==> src/rtl/thrp_pkg.sv <==
`default_nettype none
// ----------------------------------------------------------------------------
// thrp_pkg
// Shared types and constants of the hello record parser.
// ----------------------------------------------------------------------------
package thrp_pkg;

	typedef enum logic [4:0] {
		PH_CT        = 5'd0,
		PH_RVER      = 5'd1,
		PH_RLEN      = 5'd2,
		PH_HTYPE     = 5'd3,
		PH_HLEN      = 5'd4,
		PH_VER       = 5'd5,
		PH_RAND      = 5'd6,
		PH_SIDLEN    = 5'd7,
		PH_SID       = 5'd8,
		PH_SUITESLEN = 5'd9,
		PH_SUITES    = 5'd10,
		PH_COMPLEN   = 5'd11,
		PH_COMP      = 5'd12,
		PH_SHSUITE   = 5'd13,
		PH_SHCOMP    = 5'd14,
		PH_EXTSLEN   = 5'd15,
		PH_EXTTYPE   = 5'd16,
		PH_EXTLEN    = 5'd17,
		PH_EXTDATA   = 5'd18
	} phase_t;

	localparam logic [4:0] FC_STATUS = 5'd18;

	localparam logic [2:0] ST_NONE    = 3'd0;
	localparam logic [2:0] ST_OK      = 3'd1;
	localparam logic [2:0] ST_SKIPPED = 3'd2;
	localparam logic [2:0] ST_CONTENT = 3'd3;
	localparam logic [2:0] ST_OVERRUN = 3'd4;

	localparam logic [1:0] HK_OTHER  = 2'd0;
	localparam logic [1:0] HK_CLIENT = 2'd1;
	localparam logic [1:0] HK_SERVER = 2'd2;
	localparam logic [1:0] HK_NONHS  = 2'd3;

	localparam logic [7:0]  CT_HANDSHAKE = 8'd22;
	localparam logic [15:0] RANDOM_LEN   = 16'd32;

	// Event word produced for one input byte: a field event and a status event.
	typedef struct packed {
		logic        fld_vld;
		logic [4:0]  fld_code;
		logic [23:0] fld_value;
		logic [15:0] fld_offset;
		logic        st_vld;
		logic [2:0]  st_code;
	} evt_t;

	function automatic logic [1:0] phase_width(input phase_t ph);
		case (ph)
			PH_CT, PH_HTYPE, PH_SIDLEN, PH_COMPLEN, PH_SHCOMP: phase_width = 2'd1;
			PH_HLEN: phase_width = 2'd3;
			PH_RAND, PH_SID, PH_SUITES, PH_COMP, PH_EXTDATA: phase_width = 2'd0;
			default: phase_width = 2'd2;
		endcase
	endfunction

	function automatic logic [4:0] phase_code(input phase_t ph);
		case (ph)
			PH_CT, PH_RVER: phase_code = 5'd0;
			PH_RLEN: phase_code = 5'd1;
			PH_HTYPE: phase_code = 5'd2;
			PH_HLEN: phase_code = 5'd3;
			PH_VER: phase_code = 5'd4;
			PH_RAND: phase_code = 5'd5;
			PH_SIDLEN: phase_code = 5'd6;
			PH_SID: phase_code = 5'd7;
			PH_SUITESLEN: phase_code = 5'd8;
			PH_SUITES: phase_code = 5'd9;
			PH_COMPLEN: phase_code = 5'd10;
			PH_COMP: phase_code = 5'd11;
			PH_SHSUITE: phase_code = 5'd16;
			PH_SHCOMP: phase_code = 5'd17;
			PH_EXTSLEN: phase_code = 5'd12;
			PH_EXTTYPE: phase_code = 5'd13;
			PH_EXTLEN: phase_code = 5'd14;
			default: phase_code = 5'd15;
		endcase
	endfunction

endpackage
`default_nettype wire

==> src/rtl/thrp_front.sv <==
`default_nettype none
// ----------------------------------------------------------------------------
// thrp_front
// Byte-level parse engine: takes one byte per cycle while in_take is high and
// classifies it into at most one field event and one status event.
// ----------------------------------------------------------------------------
module thrp_front import thrp_pkg::*; (
	input  wire logic       clk,
	input  wire logic       arst_n,
	input  wire logic       in_take,
	input  wire logic [7:0] data_byte,
	input  wire logic       end_of_buffer,
	output evt_t            evt
);

	phase_t      phase_q;
	logic [1:0]  kind_q;
	logic [15:0] cnt_q;
	logic [23:0] acc_q;
	logic [15:0] rec_q;
	logic [23:0] hs_q;
	logic [15:0] ext_q;
	logic [15:0] vec_q;
	logic        fin_q;

	phase_t      phase_d;
	logic [1:0]  kind_d;
	logic [15:0] cnt_d;
	logic [23:0] acc_d;
	logic [15:0] rec_d;
	logic [23:0] hs_d;
	logic [15:0] ext_d;
	logic [15:0] vec_d;
	logic        fin_d;

	logic [23:0] v;
	logic [15:0] cnt_inc;
	logic        need;
	logic [23:0] v16;

	always_comb begin
		phase_d = phase_q;
		kind_d  = kind_q;
		cnt_d   = cnt_q;
		acc_d   = acc_q;
		rec_d   = rec_q;
		hs_d    = hs_q;
		ext_d   = ext_q;
		vec_d   = vec_q;
		fin_d   = fin_q;
		evt     = '0;
		v       = {acc_q[15:0], data_byte};
		v16     = {8'd0, v[15:0]};
		cnt_inc = cnt_q + 16'd1;
		need    = 1'b1;

		if (!fin_q) begin
			if (phase_q >= PH_HTYPE && rec_q != 16'd0) rec_d = rec_q - 16'd1;
			if (phase_q >= PH_VER && hs_q != 24'd0) hs_d = hs_q - 24'd1;
			if (phase_q >= PH_EXTTYPE && ext_q != 16'd0) ext_d = ext_q - 16'd1;
			if (phase_width(phase_q) == 2'd0) begin
				evt.fld_vld    = 1'b1;
				evt.fld_code   = phase_code(phase_q);
				evt.fld_value  = {16'd0, data_byte};
				evt.fld_offset = cnt_q;
				cnt_d = cnt_inc;
				if (vec_q != 16'd0) vec_d = vec_q - 16'd1;
				if (vec_d == 16'd0) begin
					cnt_d = '0;
					acc_d = '0;
					case (phase_q)
						PH_RAND: phase_d = PH_SIDLEN;
						PH_SID: phase_d = (kind_q == HK_CLIENT) ? PH_SUITESLEN : PH_SHSUITE;
						PH_SUITES: phase_d = PH_COMPLEN;
						PH_COMP: phase_d = PH_EXTSLEN;
						default: begin
							if (ext_d == 16'd0) begin
								evt.st_vld = 1'b1; evt.st_code = ST_OK; fin_d = 1'b1;
							end else phase_d = PH_EXTTYPE;
						end
					endcase
				end
			end else begin
				acc_d = v;
				cnt_d = cnt_inc;
				if (cnt_inc >= {14'd0, phase_width(phase_q)}) begin
					cnt_d = '0;
					acc_d = '0;
					if (phase_q != PH_CT && phase_q != PH_RVER) begin
						evt.fld_vld   = 1'b1;
						evt.fld_code  = phase_code(phase_q);
						evt.fld_value = v;
					end
					case (phase_q)
						PH_CT: begin
							kind_d = (v[7:0] == CT_HANDSHAKE) ? HK_OTHER : HK_NONHS;
							phase_d = PH_RVER;
						end
						PH_RVER: phase_d = PH_RLEN;
						PH_RLEN: begin
							rec_d = v[15:0];
							if (kind_q == HK_NONHS) begin
								evt.st_vld = 1'b1; evt.st_code = ST_CONTENT; fin_d = 1'b1;
							end else phase_d = PH_HTYPE;
						end
						PH_HTYPE: begin
							kind_d = (v[7:0] == 8'd1) ? HK_CLIENT :
								(v[7:0] == 8'd2) ? HK_SERVER : HK_OTHER;
							phase_d = PH_HLEN;
						end
						PH_HLEN: begin
							hs_d = v;
							if (kind_q == HK_OTHER) begin
								evt.st_vld = 1'b1; evt.st_code = ST_SKIPPED; fin_d = 1'b1;
							end else phase_d = PH_VER;
						end
						PH_VER: begin
							phase_d = PH_RAND;
							vec_d = RANDOM_LEN;
						end
						PH_SIDLEN, PH_SUITESLEN, PH_COMPLEN: begin
							if ({16'd0, v[7:0]} > hs_d && phase_q != PH_SUITESLEN) begin
								evt.st_vld = 1'b1; evt.st_code = ST_OVERRUN; fin_d = 1'b1;
							end else if (phase_q == PH_SUITESLEN && v16 > hs_d) begin
								evt.st_vld = 1'b1; evt.st_code = ST_OVERRUN; fin_d = 1'b1;
							end else begin
								vec_d = (phase_q == PH_SUITESLEN) ? v[15:0] : {8'd0, v[7:0]};
								case (phase_q)
									PH_SIDLEN: phase_d = (vec_d != 16'd0) ? PH_SID :
										((kind_q == HK_CLIENT) ? PH_SUITESLEN : PH_SHSUITE);
									PH_SUITESLEN: phase_d = (vec_d != 16'd0) ? PH_SUITES
										: PH_COMPLEN;
									default: phase_d = (vec_d != 16'd0) ? PH_COMP
										: PH_EXTSLEN;
								endcase
							end
						end
						PH_SHSUITE: phase_d = PH_SHCOMP;
						PH_SHCOMP: phase_d = PH_EXTSLEN;
						PH_EXTSLEN: begin
							if (v16 > hs_d) begin
								evt.st_vld = 1'b1; evt.st_code = ST_OVERRUN; fin_d = 1'b1;
							end else begin
								ext_d = v[15:0];
								if (v[15:0] == 16'd0) begin
									evt.st_vld = 1'b1; evt.st_code = ST_OK; fin_d = 1'b1;
								end else phase_d = PH_EXTTYPE;
							end
						end
						PH_EXTTYPE: phase_d = PH_EXTLEN;
						default: begin
							if (v[15:0] > ext_d) begin
								evt.st_vld = 1'b1; evt.st_code = ST_OVERRUN; fin_d = 1'b1;
							end else begin
								vec_d = v[15:0];
								if (v[15:0] != 16'd0) phase_d = PH_EXTDATA;
								else if (ext_d == 16'd0) begin
									evt.st_vld = 1'b1; evt.st_code = ST_OK; fin_d = 1'b1;
								end else phase_d = PH_EXTTYPE;
							end
						end
					endcase
				end
			end
			case (phase_d)
				PH_CT, PH_RVER, PH_RLEN: need = 1'b1;
				PH_HTYPE, PH_HLEN, PH_SID, PH_SUITES, PH_COMP, PH_EXTDATA:
					need = (rec_d != 16'd0);
				PH_EXTTYPE, PH_EXTLEN: need = (rec_d != 16'd0) && (ext_d != 16'd0);
				default: need = (rec_d != 16'd0) && (hs_d != 24'd0);
			endcase
			if (!fin_d && (end_of_buffer || !need)) begin
				evt.st_vld = 1'b1; evt.st_code = ST_OVERRUN; fin_d = 1'b1;
			end
		end

		if (end_of_buffer) begin
			phase_d = PH_CT;
			kind_d  = HK_OTHER;
			cnt_d   = '0;
			acc_d   = '0;
			rec_d   = '0;
			hs_d    = '0;
			ext_d   = '0;
			vec_d   = '0;
			fin_d   = 1'b0;
		end
	end

	always_ff @(posedge clk or negedge arst_n) begin
		if (!arst_n) begin
			phase_q <= PH_CT;
			kind_q  <= HK_OTHER;
			cnt_q   <= '0;
			acc_q   <= '0;
			rec_q   <= '0;
			hs_q    <= '0;
			ext_q   <= '0;
			vec_q   <= '0;
			fin_q   <= 1'b0;
		end else if (in_take) begin
			phase_q <= phase_d;
			kind_q  <= kind_d;
			cnt_q   <= cnt_d;
			acc_q   <= acc_d;
			rec_q   <= rec_d;
			hs_q    <= hs_d;
			ext_q   <= ext_d;
			vec_q   <= vec_d;
			fin_q   <= fin_d;
		end
	end

endmodule
`default_nettype wire

==> src/rtl/thrp_queue.sv <==
`default_nettype none
// ----------------------------------------------------------------------------
// thrp_queue
// Small event queue between the parse engine and the output stage.
// ----------------------------------------------------------------------------
module thrp_queue import thrp_pkg::*; #(
	parameter int DEPTH = 4
) (
	input  wire logic clk,
	input  wire logic arst_n,
	input  wire logic push,
	input  evt_t      push_evt,
	input  wire logic pop,
	output evt_t      head_evt,
	output logic      not_empty,
	output logic      full
);

	localparam int AW = $clog2(DEPTH);

	evt_t          mem_q [DEPTH];
	logic [AW-1:0] wr_q;
	logic [AW-1:0] rd_q;
	logic [AW:0]   cnt_q;

	assign not_empty = (cnt_q != '0);
	assign full      = (cnt_q == (AW+1)'(DEPTH));
	assign head_evt  = mem_q[rd_q];

	always_ff @(posedge clk) begin
		if (push) mem_q[wr_q] <= push_evt;
	end

	always_ff @(posedge clk or negedge arst_n) begin
		if (!arst_n) begin
			wr_q  <= '0;
			rd_q  <= '0;
			cnt_q <= '0;
		end else begin
			if (push) wr_q <= (wr_q == AW'(DEPTH-1)) ? '0 : wr_q + 1'b1;
			if (pop) rd_q <= (rd_q == AW'(DEPTH-1)) ? '0 : rd_q + 1'b1;
			if (push && !pop) cnt_q <= cnt_q + 1'b1;
			else if (pop && !push) cnt_q <= cnt_q - 1'b1;
		end
	end

endmodule
`default_nettype wire

==> src/rtl/thrp_back.sv <==
`default_nettype none
// ----------------------------------------------------------------------------
// thrp_back
// Output stage: splits each queued event word into its field and status words
// and holds the current word in an output register.
// ----------------------------------------------------------------------------
module thrp_back import thrp_pkg::*; (
	input  wire logic   clk,
	input  wire logic   arst_n,
	input  evt_t        head_evt,
	input  wire logic   head_vld,
	output logic        pop,
	output logic        valid,
	input  wire logic   stall,
	output logic [4:0]  field_code,
	output logic [23:0] field_value,
	output logic [15:0] byte_offset,
	output logic [2:0]  status,
	output logic        last_of_record
);

	logic       fld_done_q;
	logic       vld_q;
	logic       load;
	logic       take_fld;
	logic       has_st;
	logic [4:0]  code_q;
	logic [23:0] val_q;
	logic [15:0] off_q;
	logic [2:0]  st_q;
	logic        last_q;

	assign take_fld = head_evt.fld_vld && !fld_done_q;
	assign has_st   = head_evt.st_vld;
	assign load     = head_vld && (!vld_q || !stall);
	// The head word leaves the queue with its final emitted part.
	assign pop      = load && (!take_fld || !has_st || !head_evt.fld_vld);

	always_ff @(posedge clk or negedge arst_n) begin
		if (!arst_n) begin
			vld_q      <= 1'b0;
			fld_done_q <= 1'b0;
		end else begin
			if (load) vld_q <= 1'b1;
			else if (!stall) vld_q <= 1'b0;
			if (load) fld_done_q <= take_fld && has_st;
		end
	end

	always_ff @(posedge clk) begin
		if (load) begin
			if (take_fld) begin
				code_q <= head_evt.fld_code;
				val_q  <= head_evt.fld_value;
				off_q  <= head_evt.fld_offset;
				st_q   <= ST_NONE;
				last_q <= 1'b0;
			end else begin
				code_q <= FC_STATUS;
				val_q  <= {21'd0, head_evt.st_code};
				off_q  <= '0;
				st_q   <= head_evt.st_code;
				last_q <= 1'b1;
			end
		end
	end

	assign valid          = vld_q;
	assign field_code     = code_q;
	assign field_value    = val_q;
	assign byte_offset    = off_q;
	assign status         = st_q;
	assign last_of_record = last_q;

endmodule
`default_nettype wire

==> src/rtl/tls_hello_record_parser.sv <==
`default_nettype none
// ----------------------------------------------------------------------------
// tls_hello_record_parser
// Byte-serial parser of record header and ClientHello / ServerHello fields.
// ----------------------------------------------------------------------------
// Input channel: in_valid / in_stall with data_byte and end_of_buffer, one
// byte per word; end_of_buffer marks the last byte of a captured buffer.
// Output channel: valid / stall, one field event per word, with a status word
// (field_code 18, last_of_record set) closing each record's parse.
// The parse engine handles a byte in the cycle it is accepted and writes up
// to two events as one queue entry; each word then passes from the queue into
// the output register. Throughput is one byte per cycle while each byte makes
// at most one word and the receiver does not stall; a byte that makes both a
// field and a status word costs one extra output word. The queue depth
// QUEUE_DEPTH sets how long the receiver may stall before in_stall rises.
// Reset clears the parse state to the content type phase and empties the
// queue and the output register.
// ----------------------------------------------------------------------------
module tls_hello_record_parser import thrp_pkg::*; #(
	parameter int QUEUE_DEPTH = 4
) (
	input  wire logic        clk,
	input  wire logic        arst_n,
	input  wire logic        in_valid,
	output logic             in_stall,
	input  wire logic [7:0]  data_byte,
	input  wire logic        end_of_buffer,
	output logic             valid,
	input  wire logic        stall,
	output logic [4:0]       field_code,
	output logic [23:0]      field_value,
	output logic [15:0]      byte_offset,
	output logic [2:0]       status,
	output logic             last_of_record
);

	evt_t evt;
	evt_t head_evt;
	logic in_take;
	logic q_full;
	logic q_nempty;
	logic pop;

	assign in_stall = q_full;
	assign in_take  = in_valid && !q_full;

	thrp_front u_front (
		.clk, .arst_n, .in_take, .data_byte, .end_of_buffer, .evt
	);

	thrp_queue #(.DEPTH(QUEUE_DEPTH)) u_queue (
		.clk, .arst_n,
		.push(in_take && (evt.fld_vld || evt.st_vld)),
		.push_evt(evt), .pop, .head_evt, .not_empty(q_nempty), .full(q_full)
	);

	thrp_back u_back (
		.clk, .arst_n, .head_evt, .head_vld(q_nempty), .pop, .valid, .stall,
		.field_code, .field_value, .byte_offset, .status, .last_of_record
	);

endmodule
`default_nettype wire
==> config.mk <==
export PLATFORM = sky130hd
export DESIGN_NAME = tls_hello_record_parser
export DESIGN_NICKNAME = d
export VERILOG_FILES = /design/src/rtl/thrp_pkg.sv /design/src/rtl/thrp_front.sv /design/src/rtl/thrp_queue.sv /design/src/rtl/thrp_back.sv /design/src/rtl/tls_hello_record_parser.sv
export SDC_FILE = /design/constraint.sdc
export NUM_CORES = 1
export LEC_CHECK = 0
export BUFFER_PORTS_ARGS = -buffer_cell sky130_fd_sc_hd__buf_2
export CORE_MARGIN = 2
export CORE_UTILIZATION = 50
export CTS_CLUSTER_SIZE = 8
export DETAILED_ROUTE_END_ITERATION = 8
export MAX_ROUTING_LAYER = met4
export PLACE_DENSITY = 0.69
export SETUP_SLACK_MARGIN = 0.4
export SLEW_MARGIN = 20
export SYNTH_ARGS = -nofsm -noshare
export SYNTH_HDL_FRONTEND = slang
export SYNTH_SLANG_ARGS = --single-unit
==> constraint.sdc <==
create_clock -name clk -period 6.84 [get_ports clk]
set_clock_uncertainty 0.05 [all_clocks]
set_input_delay 1.368 -clock clk [delete_from_list [all_inputs] [get_ports clk]]
set_output_delay 1.368 -clock clk [all_outputs]
set_load 0.1 [all_outputs]
* Word-level counts from Yosys, hierarchy flattened
Memory sizes are Yosys's and may differ from the RTL's.
Cells that the tools add are included.
** Storage, ports and cells
- Memories kept :: 5
- ROM bits :: 448
- Output and inout bits :: 51
- RAM bits :: 200
- Input port bits :: 13
- Bits in registers :: 170
** Cells by class
- Equal/unequal tests :: 44
- Reduce and logical (&&, ||, !) cells :: 66
- Order comparisons :: 7
- $add $sub $neg :: 9
- Mux-type cells :: 129
** Memory list
- u_queue.mem_q :: depth 4, width 50, rd ports 1, clocked after Yosys merged registers in 0, write ports 1, RTL line thrp_queue.sv:21 : evt_t mem_q [DEPTH];
- (name not given) :: depth 32, width 5, rd ports 1, clocked after Yosys merged registers in 0, write ports 0, RTL line thrp_pkg.sv:66 : case (ph)
- (name not given) :: depth 32, width 5, rd ports 1, clocked after Yosys merged registers in 0, write ports 0, RTL line thrp_pkg.sv:66
- (name not given) :: depth 32, width 2, rd ports 1, clocked after Yosys merged registers in 0, write ports 0, RTL line thrp_pkg.sv:57 : case (ph)
- (name not given) :: depth 32, width 2, rd ports 1, clocked after Yosys merged registers in 0, write ports 0, RTL line thrp_pkg.sv:57
** Operators by type and width (number)
- 2-to-1 mux 16 bit :: 38
- 2-to-1 mux 24 bit :: 8
- nonzero test 16 bit :: 7
- 2-to-1 mux 30 bit :: 3
- 2-to-1 mux 5 bit :: 16
- 2-to-1 mux 4 bit :: 14
- equality test 5 x 4 -> 1 bit, second input constant :: 11
- one-hot mux 5 bit (11 select lines) :: 1
- 2-to-1 mux 50 bit :: 1
- zero test 16 bit :: 3
- one-hot mux 16 bit (3 select lines) :: 1
- nonzero test 24 bit :: 2
- subtractor 16 x 1 -> 16 bit, second input constant :: 3
- 2-to-1 mux 2 bit :: 13
- equality test 5 x 3 -> 1 bit, second input constant :: 5
- > comparator 16 x 24 -> 1 bit :: 1
- > comparator 8 x 24 -> 1 bit :: 1
- 2-to-1 mux 1 bit :: 24
- subtractor 24 x 1 -> 24 bit, second input constant :: 1
- equality test 5 x 2 -> 1 bit, second input constant :: 4
- equality test 5 bit, second input constant :: 4
- one-hot mux 4 bit (5 select lines) :: 1
- one-hot mux 5 bit (4 select lines) :: 1
- logical AND 1 bit :: 17
- other kinds (45) :: 75

* Depth between registers and ports, before layout
- Depth after elaboration :: 27
- Depth in mapped cells :: 30

* Modules after synthesis
From an unflattened synthesis, not the netlist that was laid out.
** Unflattened totals
- Cell total of the unflattened synthesis :: 1841
- Area total of the unflattened synthesis :: 20109.3 µm²
** Modules (own cells, without submodules)
- thrp_front :: instances 1, cells an instance 1429, area an instance 10447.5 µm²
- thrp_queue :: instances 1, cells an instance 299, area an instance 7692.4 µm²
- thrp_back :: instances 1, cells an instance 111, area an instance 1948.1 µm²
- tls_hello_record_parser :: instances 1, cells an instance 2, area an instance 21.3 µm²

* Least setup slack after synthesis
OpenSTA, ideal clock, no wires.
- Path kind :: register -> register
- From :: register u_front.phase_q[1]
- To :: memory u_queue.mem_q[0][0] (netlist name), enable pin
- Cell stages (with the launch flop) :: 22
- Slack :: -0.523 ns
- Setup time :: 0.458 ns
- Required time :: 6.332 ns
- Arrival :: 6.855 ns
- Path buffers :: 2
- Path through :: dfrtp_1 clkbuf_1 inv_1 ha_1 o31a_1 nor2_1 clkbuf_1 nor3_1 mux2i_1 ha_1 nand2_1 a211oi_1 a2111oi_2 a221o_1 o31a_4 or2_1 a2111oi_0 a21oi_1 nor4b_1 mux2_4 o41ai_4 nor2_1
** Between the ends
- Longest elaborated chain between the ends :: 25
- Elaborated cells between the ends (all ways) :: 139
** Ends and longest elaborated chain
- from (decl) :: RTL line thrp_front.sv:16 : phase_t phase_q;
- from (signal assigned) :: RTL line thrp_front.sv:202 : phase_q <= phase_d;
- >= comparator 5 x 3 -> 1 bit or >= comparator 5 bit (tied branches) :: RTL line thrp_front.sv:59, thrp_front.sv:60
- logical AND 1 bit, on equally long branches :: RTL line thrp_front.sv:59, thrp_front.sv:60
- 2-to-1 mux 24 bit or 2-to-1 mux 16 bit (tied branches) :: RTL line thrp_front.sv:59, thrp_front.sv:60
- 2-to-1 mux 24 bit or 2-to-1 mux 16 bit (tied branches) :: RTL line thrp_front.sv:57 : if (!fin_q) begin
- > comparator 16 x 24 -> 1 bit or zero test 16 bit (tied branches)
- logical AND 1 bit or 2-to-1 mux 5 bit (tied branches) :: RTL line thrp_front.sv:124, thrp_front.sv:77, thrp_front.sv:157
- 2-to-1 mux 5 bit, on equally long branches :: RTL line thrp_front.sv:124, thrp_front.sv:156
- 2-to-1 mux 5 bit, on equally long branches :: RTL line thrp_front.sv:122, thrp_front.sv:152
- [9 not listed]
- logical OR 1 bit :: RTL line thrp_front.sv:172 : if (!fin_d && (end_of_buffer || !need)) begin
- logical AND 1 bit :: RTL line thrp_front.sv:172
- 2-to-1 mux 4 bit :: RTL line thrp_front.sv:172
- 2-to-1 mux 50 bit * :: RTL line thrp_front.sv:57
- logical OR 1 bit * :: RTL line tls_hello_record_parser.sv:53 : .push(in_take && (evt.fld_vld || evt.st_vld)),
- logical AND 1 bit * :: RTL line tls_hello_record_parser.sv:53
- 2-to-1 mux 1 bit * :: RTL line thrp_queue.sv:31 : if (push) mem_q[wr_q] <= push_evt;
- 2-to-1 mux 1 bit (not written as such) * :: RTL line thrp_queue.sv:31
- to (decl) :: RTL line thrp_queue.sv:21
Mark *: on every way between the ends. The rest lies on a longest branch, timed or not. The select of a mux whose other input is x is not followed.

* Worst setup path after layout
- From :: register u_front.hs_q[19]
- To :: register u_queue.cnt_q[1]
** Between the ends
- Longest elaborated chain between the ends :: 26
- Elaborated cells between the ends (all ways) :: 71
** Ends and longest elaborated chain
- from (decl) :: RTL line thrp_front.sv:21 : logic [23:0] hs_q;
- from (signal assigned) :: RTL line thrp_front.sv:207 : hs_q <= hs_d;
- branches (longest 2 deep; another with subtractor 24 x 1 -> 24 bit)
- 2-to-1 mux 24 bit * :: RTL line thrp_front.sv:59 : if (phase_q >= PH_VER && hs_q != 24'd0) hs_d = hs_q - 24'd1;
- 2-to-1 mux 24 bit * :: RTL line thrp_front.sv:57
- > comparator 16 x 24 -> 1 bit :: RTL line thrp_front.sv:124, thrp_front.sv:141
- logical AND 1 bit :: RTL line thrp_front.sv:124 : end else if (phase_q == PH_SUITESLEN && v16 > hs_d) begin
- 2-to-1 mux 5 bit :: RTL line thrp_front.sv:124
- 2-to-1 mux 5 bit :: RTL line thrp_front.sv:122 : if ({16'd0, v[7:0]} > hs_d && phase_q != PH_SUITESLEN) begin
- one-hot mux 5 bit (11 select lines) :: RTL line thrp_front.sv:94 : case (phase_q)
- [10 not listed]
- 2-to-1 mux 4 bit * :: RTL line thrp_front.sv:172
- 2-to-1 mux 50 bit * :: RTL line thrp_front.sv:57
- logical OR 1 bit * :: RTL line tls_hello_record_parser.sv:53
- logical AND 1 bit * :: RTL line tls_hello_record_parser.sv:53
- named net u_queue.push :: RTL line thrp_queue.sv:11 : input wire logic push,
- zero test 1 bit :: RTL line thrp_queue.sv:43 : else if (pop && !push) cnt_q <= cnt_q - 1'b1;
- logical AND 1 bit :: RTL line thrp_queue.sv:43
- nonzero test 2 bit (no source line)
- to (signal assigned) :: RTL line thrp_queue.sv:42 : if (push && !pop) cnt_q <= cnt_q + 1'b1;
- to (signal assigned) :: RTL line thrp_queue.sv:43
- to (decl) :: RTL line thrp_queue.sv:24 : logic [AW:0] cnt_q;
Mark *: on every way through the listed nets, which the timed path passes. The select of a mux whose other input is x is not followed.
A chain may end at the register's enable or synchronous reset.

==> run_results.csv <==
group,metric,value,unit
run_status,status,"complete, no violations",
die,rows,74,
logic_synthesis,synth_area_leaders,"edfxtp_1 (36%), dfrtp_1 (15%), mux4_2 (5.5%)",
final_layout,nets,2050,
critical_path,crit_family,"compound AO/OA/AOI/OAI gates",
grt,grt.total_usage,28.1,%
die,die_h,207,µm
timing,worst_slew_pin_slew,1.21,ns
die,die_x,207,µm
critical_path,path_class,"flip-flop to flip-flop",
timing,slew_headroom,18.3,%
clocking,clk_latency,0.61,ns
critical_path,crit_path_max_incr_delay,0.60,ns
logic_synthesis,synthFlopType,"edfxtp_1",
timing,slew_viol_final,0,
critical_path,path_max_fanout,7,
drt,viasPerCell,6.47,
logic_synthesis,syn_area_per_cell,10.6,µm²
drt,routedWlPerCell,23.3,µm
drt,vias,16500,
die,design.core.area,0.0408,mm²
timing,final.min_clock_period,6.27,ns
clocking,clock_sinks,370,
pwr,leakage,8.85,nW
final_layout,fillerInstances,3388,
final_layout,area_growth_syn_to_layout,13.0,%
placed_design,numPortBuffers,63,
grt,grt_pass1_wl,92000,µm
critical_path,cp.required,7.27,ns
timing,hold_viol,0,
timing,period_share,91.7,%
pwr,ir_drop,0.309,mV
grt,grt_max_degree,59,
die,start_util,50.5,%
logic_synthesis,synth_cells,1942,
final_layout,multi_input_area,0.00964,mm²
timing,timing.fmax,159,MHz
worst_hold_path,hold_class,"flip-flop to flip-flop",
logic_synthesis,yosys.area.top_type,"edfxtp_1",
die,pin_count,64,
critical_path,crit_slowest_cell,"nor4_1",
drt,drt_iter0_drc,1440,
timing,setup_slack,0.567,ns
drt,final_antenna_net_count,0,
critical_path,crit_arrival,6.70,ns
critical_path,r2r_slack,0.57,ns
critical_path,start_kind,"flip-flop",
timing,whs,0.441,ns
critical_path,cp_cell_sequence,"nor4_1 -> nand4b_1 -> o31ai_4 -> nor2_1 -> a21oi_2 -> ha_1 -> nor2b_1 -> o211ai_1 -> a21oi_1 -> a211o_1 -> a41oi_1 -> o31a_4 -> a2111oi_2 -> a211o_1 -> or3_4 -> a31o_1 -> mux2_4 -> o41ai_4 -> inv_1 -> ha_1 -> inv_1 -> fa_1 -> mux2_2",
clocking,clkSlewWorstSetupHoldPaths,0.05,ns
final_layout,final_common_cell,"edfxtp_1",
placed_design,hpwl,39700,µm
logic_synthesis,syn-cell-area,0.0206,mm²
timing,setup_viol,0,
die,die_area,0.0429,mm²
drt,firstDrtPassIters,8,
clocking,cts_tree,"built",
placed_design,gp_congestion,0.986,
critical_path,critPathBufInv,2,
timing,fin_tns_setup,0,ns
logic_synthesis,mappedNetlistNets,2004,
logic_synthesis,synth_edf_count,249,
drt,drc,0,
logic_synthesis,ys_types,95,
logic_synthesis,ys_ff_latch,370,
critical_path,cp-end-kind,"flip-flop",
clocking,numCtsBuffers,52,
grt,first_global_vias,15700,
final_layout,regArea,0.0105,mm²
final_layout,drive_gt1_share,15.4,%
pwr,p_per_area,543,mW/mm²
final_layout,layout_common_cells,"edfxtp_1 (249), o21ai_0 (155), nor2_1 (150), nand2_1 (149), a21oi_1 (127)",
logic_synthesis,synth_warnings,0,
drt,drt-total-wl,59200,µm
logic_synthesis,synth_top_area_share,36.2,%
clocking,ctsHtreeMaxLevel,2,
clocking,clockBufferDepth,3,
final_layout,diodes,0,
placed_design,pre_cts_slack,0.308,ns
timing,rsz0062_at_grt,"true",
logic_synthesis,yosysSeqAreaShare,50.9,%
grt,overflow,0,
job,drv_cap,0,
logic_synthesis,async_flop_share,32.7,%
grt,antenna_found_initial,2,
clocking,root_buffer,"clkbuf_16",
-- timing repair --
action                     4_1_cts  5_1_grt
pin swaps                        0        2
setup buffers                    0        3
gates cloned                     0        0
hold buffers                     0        0
resized for setup                1       22
setup endpoints to repair        1      202
-- worst register-to-register path, cell delays in order (launching register included) --
cell and delay [ns]:
dfrtp_1 0.45, nor4_1 0.60, nand4b_1 0.34, o31ai_4 0.36
nor2_1 0.09, a21oi_2 0.16, ha_1 0.26, nor2b_1 0.13
o211ai_1 0.16, a21oi_1 0.09, a211o_1 0.31, a41oi_1 0.26
o31a_4 0.22, a2111oi_2 0.12, a211o_1 0.37, or3_4 0.39
a31o_1 0.21, mux2_4 0.29, o41ai_4 0.27, inv_1 0.08
ha_1 0.22, inv_1 0.08, fa_1 0.40, mux2_2 0.27
-- layer usage --
metal / vias to the layer above / track usage (%) / part of all wire [%]
met3: 139 / 3.23 / 6.4
met4: 0 / 9.51 / 3.2
met5: - / - / 0
met2: 680 / 43.8 / 47
met1: 8193 / 38.7 / 44
li1: 7461 / - / -
-- area by class of cell --
| type | count | area share, % |
|---|---|---|
| multi-input combinational | 1394 | 41.4 |
| inverter | 39 | 0.628 |
| tap | 532 | 2.85 |
| timing repair buffer | 131 | 3.78 |
| sequential | 370 | 45.1 |
| clock buffer | 77 | 6.12 |
| clock inverter | 2 | 0.172 |
-- synth_stat cells, types with 18 or more instances --
cell	n
nor3_1	61
dfrtp_1	121
nand2_1	149
nand4_1	28
nor2b_1	61
nor4_1	45
clkbuf_1	123
and3_1	43
a31oi_1	18
nand2b_1	22
edfxtp_1	249
inv_1	38
xnor2_1	25
mux4_2	50
and2_1	28
o21ai_0	155
ha_1	48
nor2_1	159
o31ai_1	22
nand3_1	39
a21oi_1	131
a211oi_1	18
-- power breakdown --
part | switching [W] | total (W) | internal [W]
clock | 0.000940 | 0.00236 | 0.00142
combinational | 0.00459 | 0.00679 | 0.00220
sequential | 0.000414 | 0.00352 | 0.00311
-- per-stage QoR --
step	power [W]	util, %	cell area (µm²)	std cells
after CTS	0.0126	56.8	23200	2542
after global placement	0.0101	53.2	21700	2463
after global routing	0.0133	57.1	23300	2545
after floorplan	0.00825	-	20700	1942
final	0.0127	57.1	23300	2545
after detailed placement	0.0101	53.2	21700	2463
-- cell families (layout without fill, tap and decap cells) --
family | Yosys count | count (layout) | share of synthesized area (%)
AOI/OAI and AO/OA | 503 | 503 | 15.6
xor gates and xnor gates | 43 | 43 | 1.96
adders and majority gates | 49 | 49 | 3.01
buffers and inverters | 178 | 249 | 3.31
DFF | 370 | 370 | 50.9
muxes | 69 | 69 | 6.47
and+or+nand+nor | 730 | 730 | 18.8
-- state kept, by name, summed over array words and instances (netlist names), 3 cells and up --
| name | cells |
|---|---|
| u_back.byte_offset | 16 |
| u_back.field_value | 24 |
| u_front.ext_q | 16 |
| u_queue.cnt_q | 3 |
| u_front.cnt_q | 16 |
| u_back.field_code | 5 |
| u_front.acc_q | 16 |
| u_back.status | 3 |
| u_front.vec_q | 16 |
| u_queue.mem_q | 200 |
| u_front.rec_q | 16 |
| u_front.phase_q | 5 |
| u_front.hs_q | 24 |
-- worst paths after layout --
check / to / startpoint / cells past startpoint
max: u_queue.cnt_q[1] / u_front.hs_q[19] / 23
min: u_queue.cnt_q[2] / u_queue.cnt_q[2] / 1
max reg2reg: u_queue.cnt_q[1] / u_front.hs_q[19] / 23
min reg2reg: u_queue.cnt_q[2] / u_queue.cnt_q[2] / 1
max in group asynchronous: u_queue.rd_q[0] / arst_n / 2
min in group asynchronous: u_front.ext_q[5] / arst_n / 1
Power figures use the tool's default switching activity.
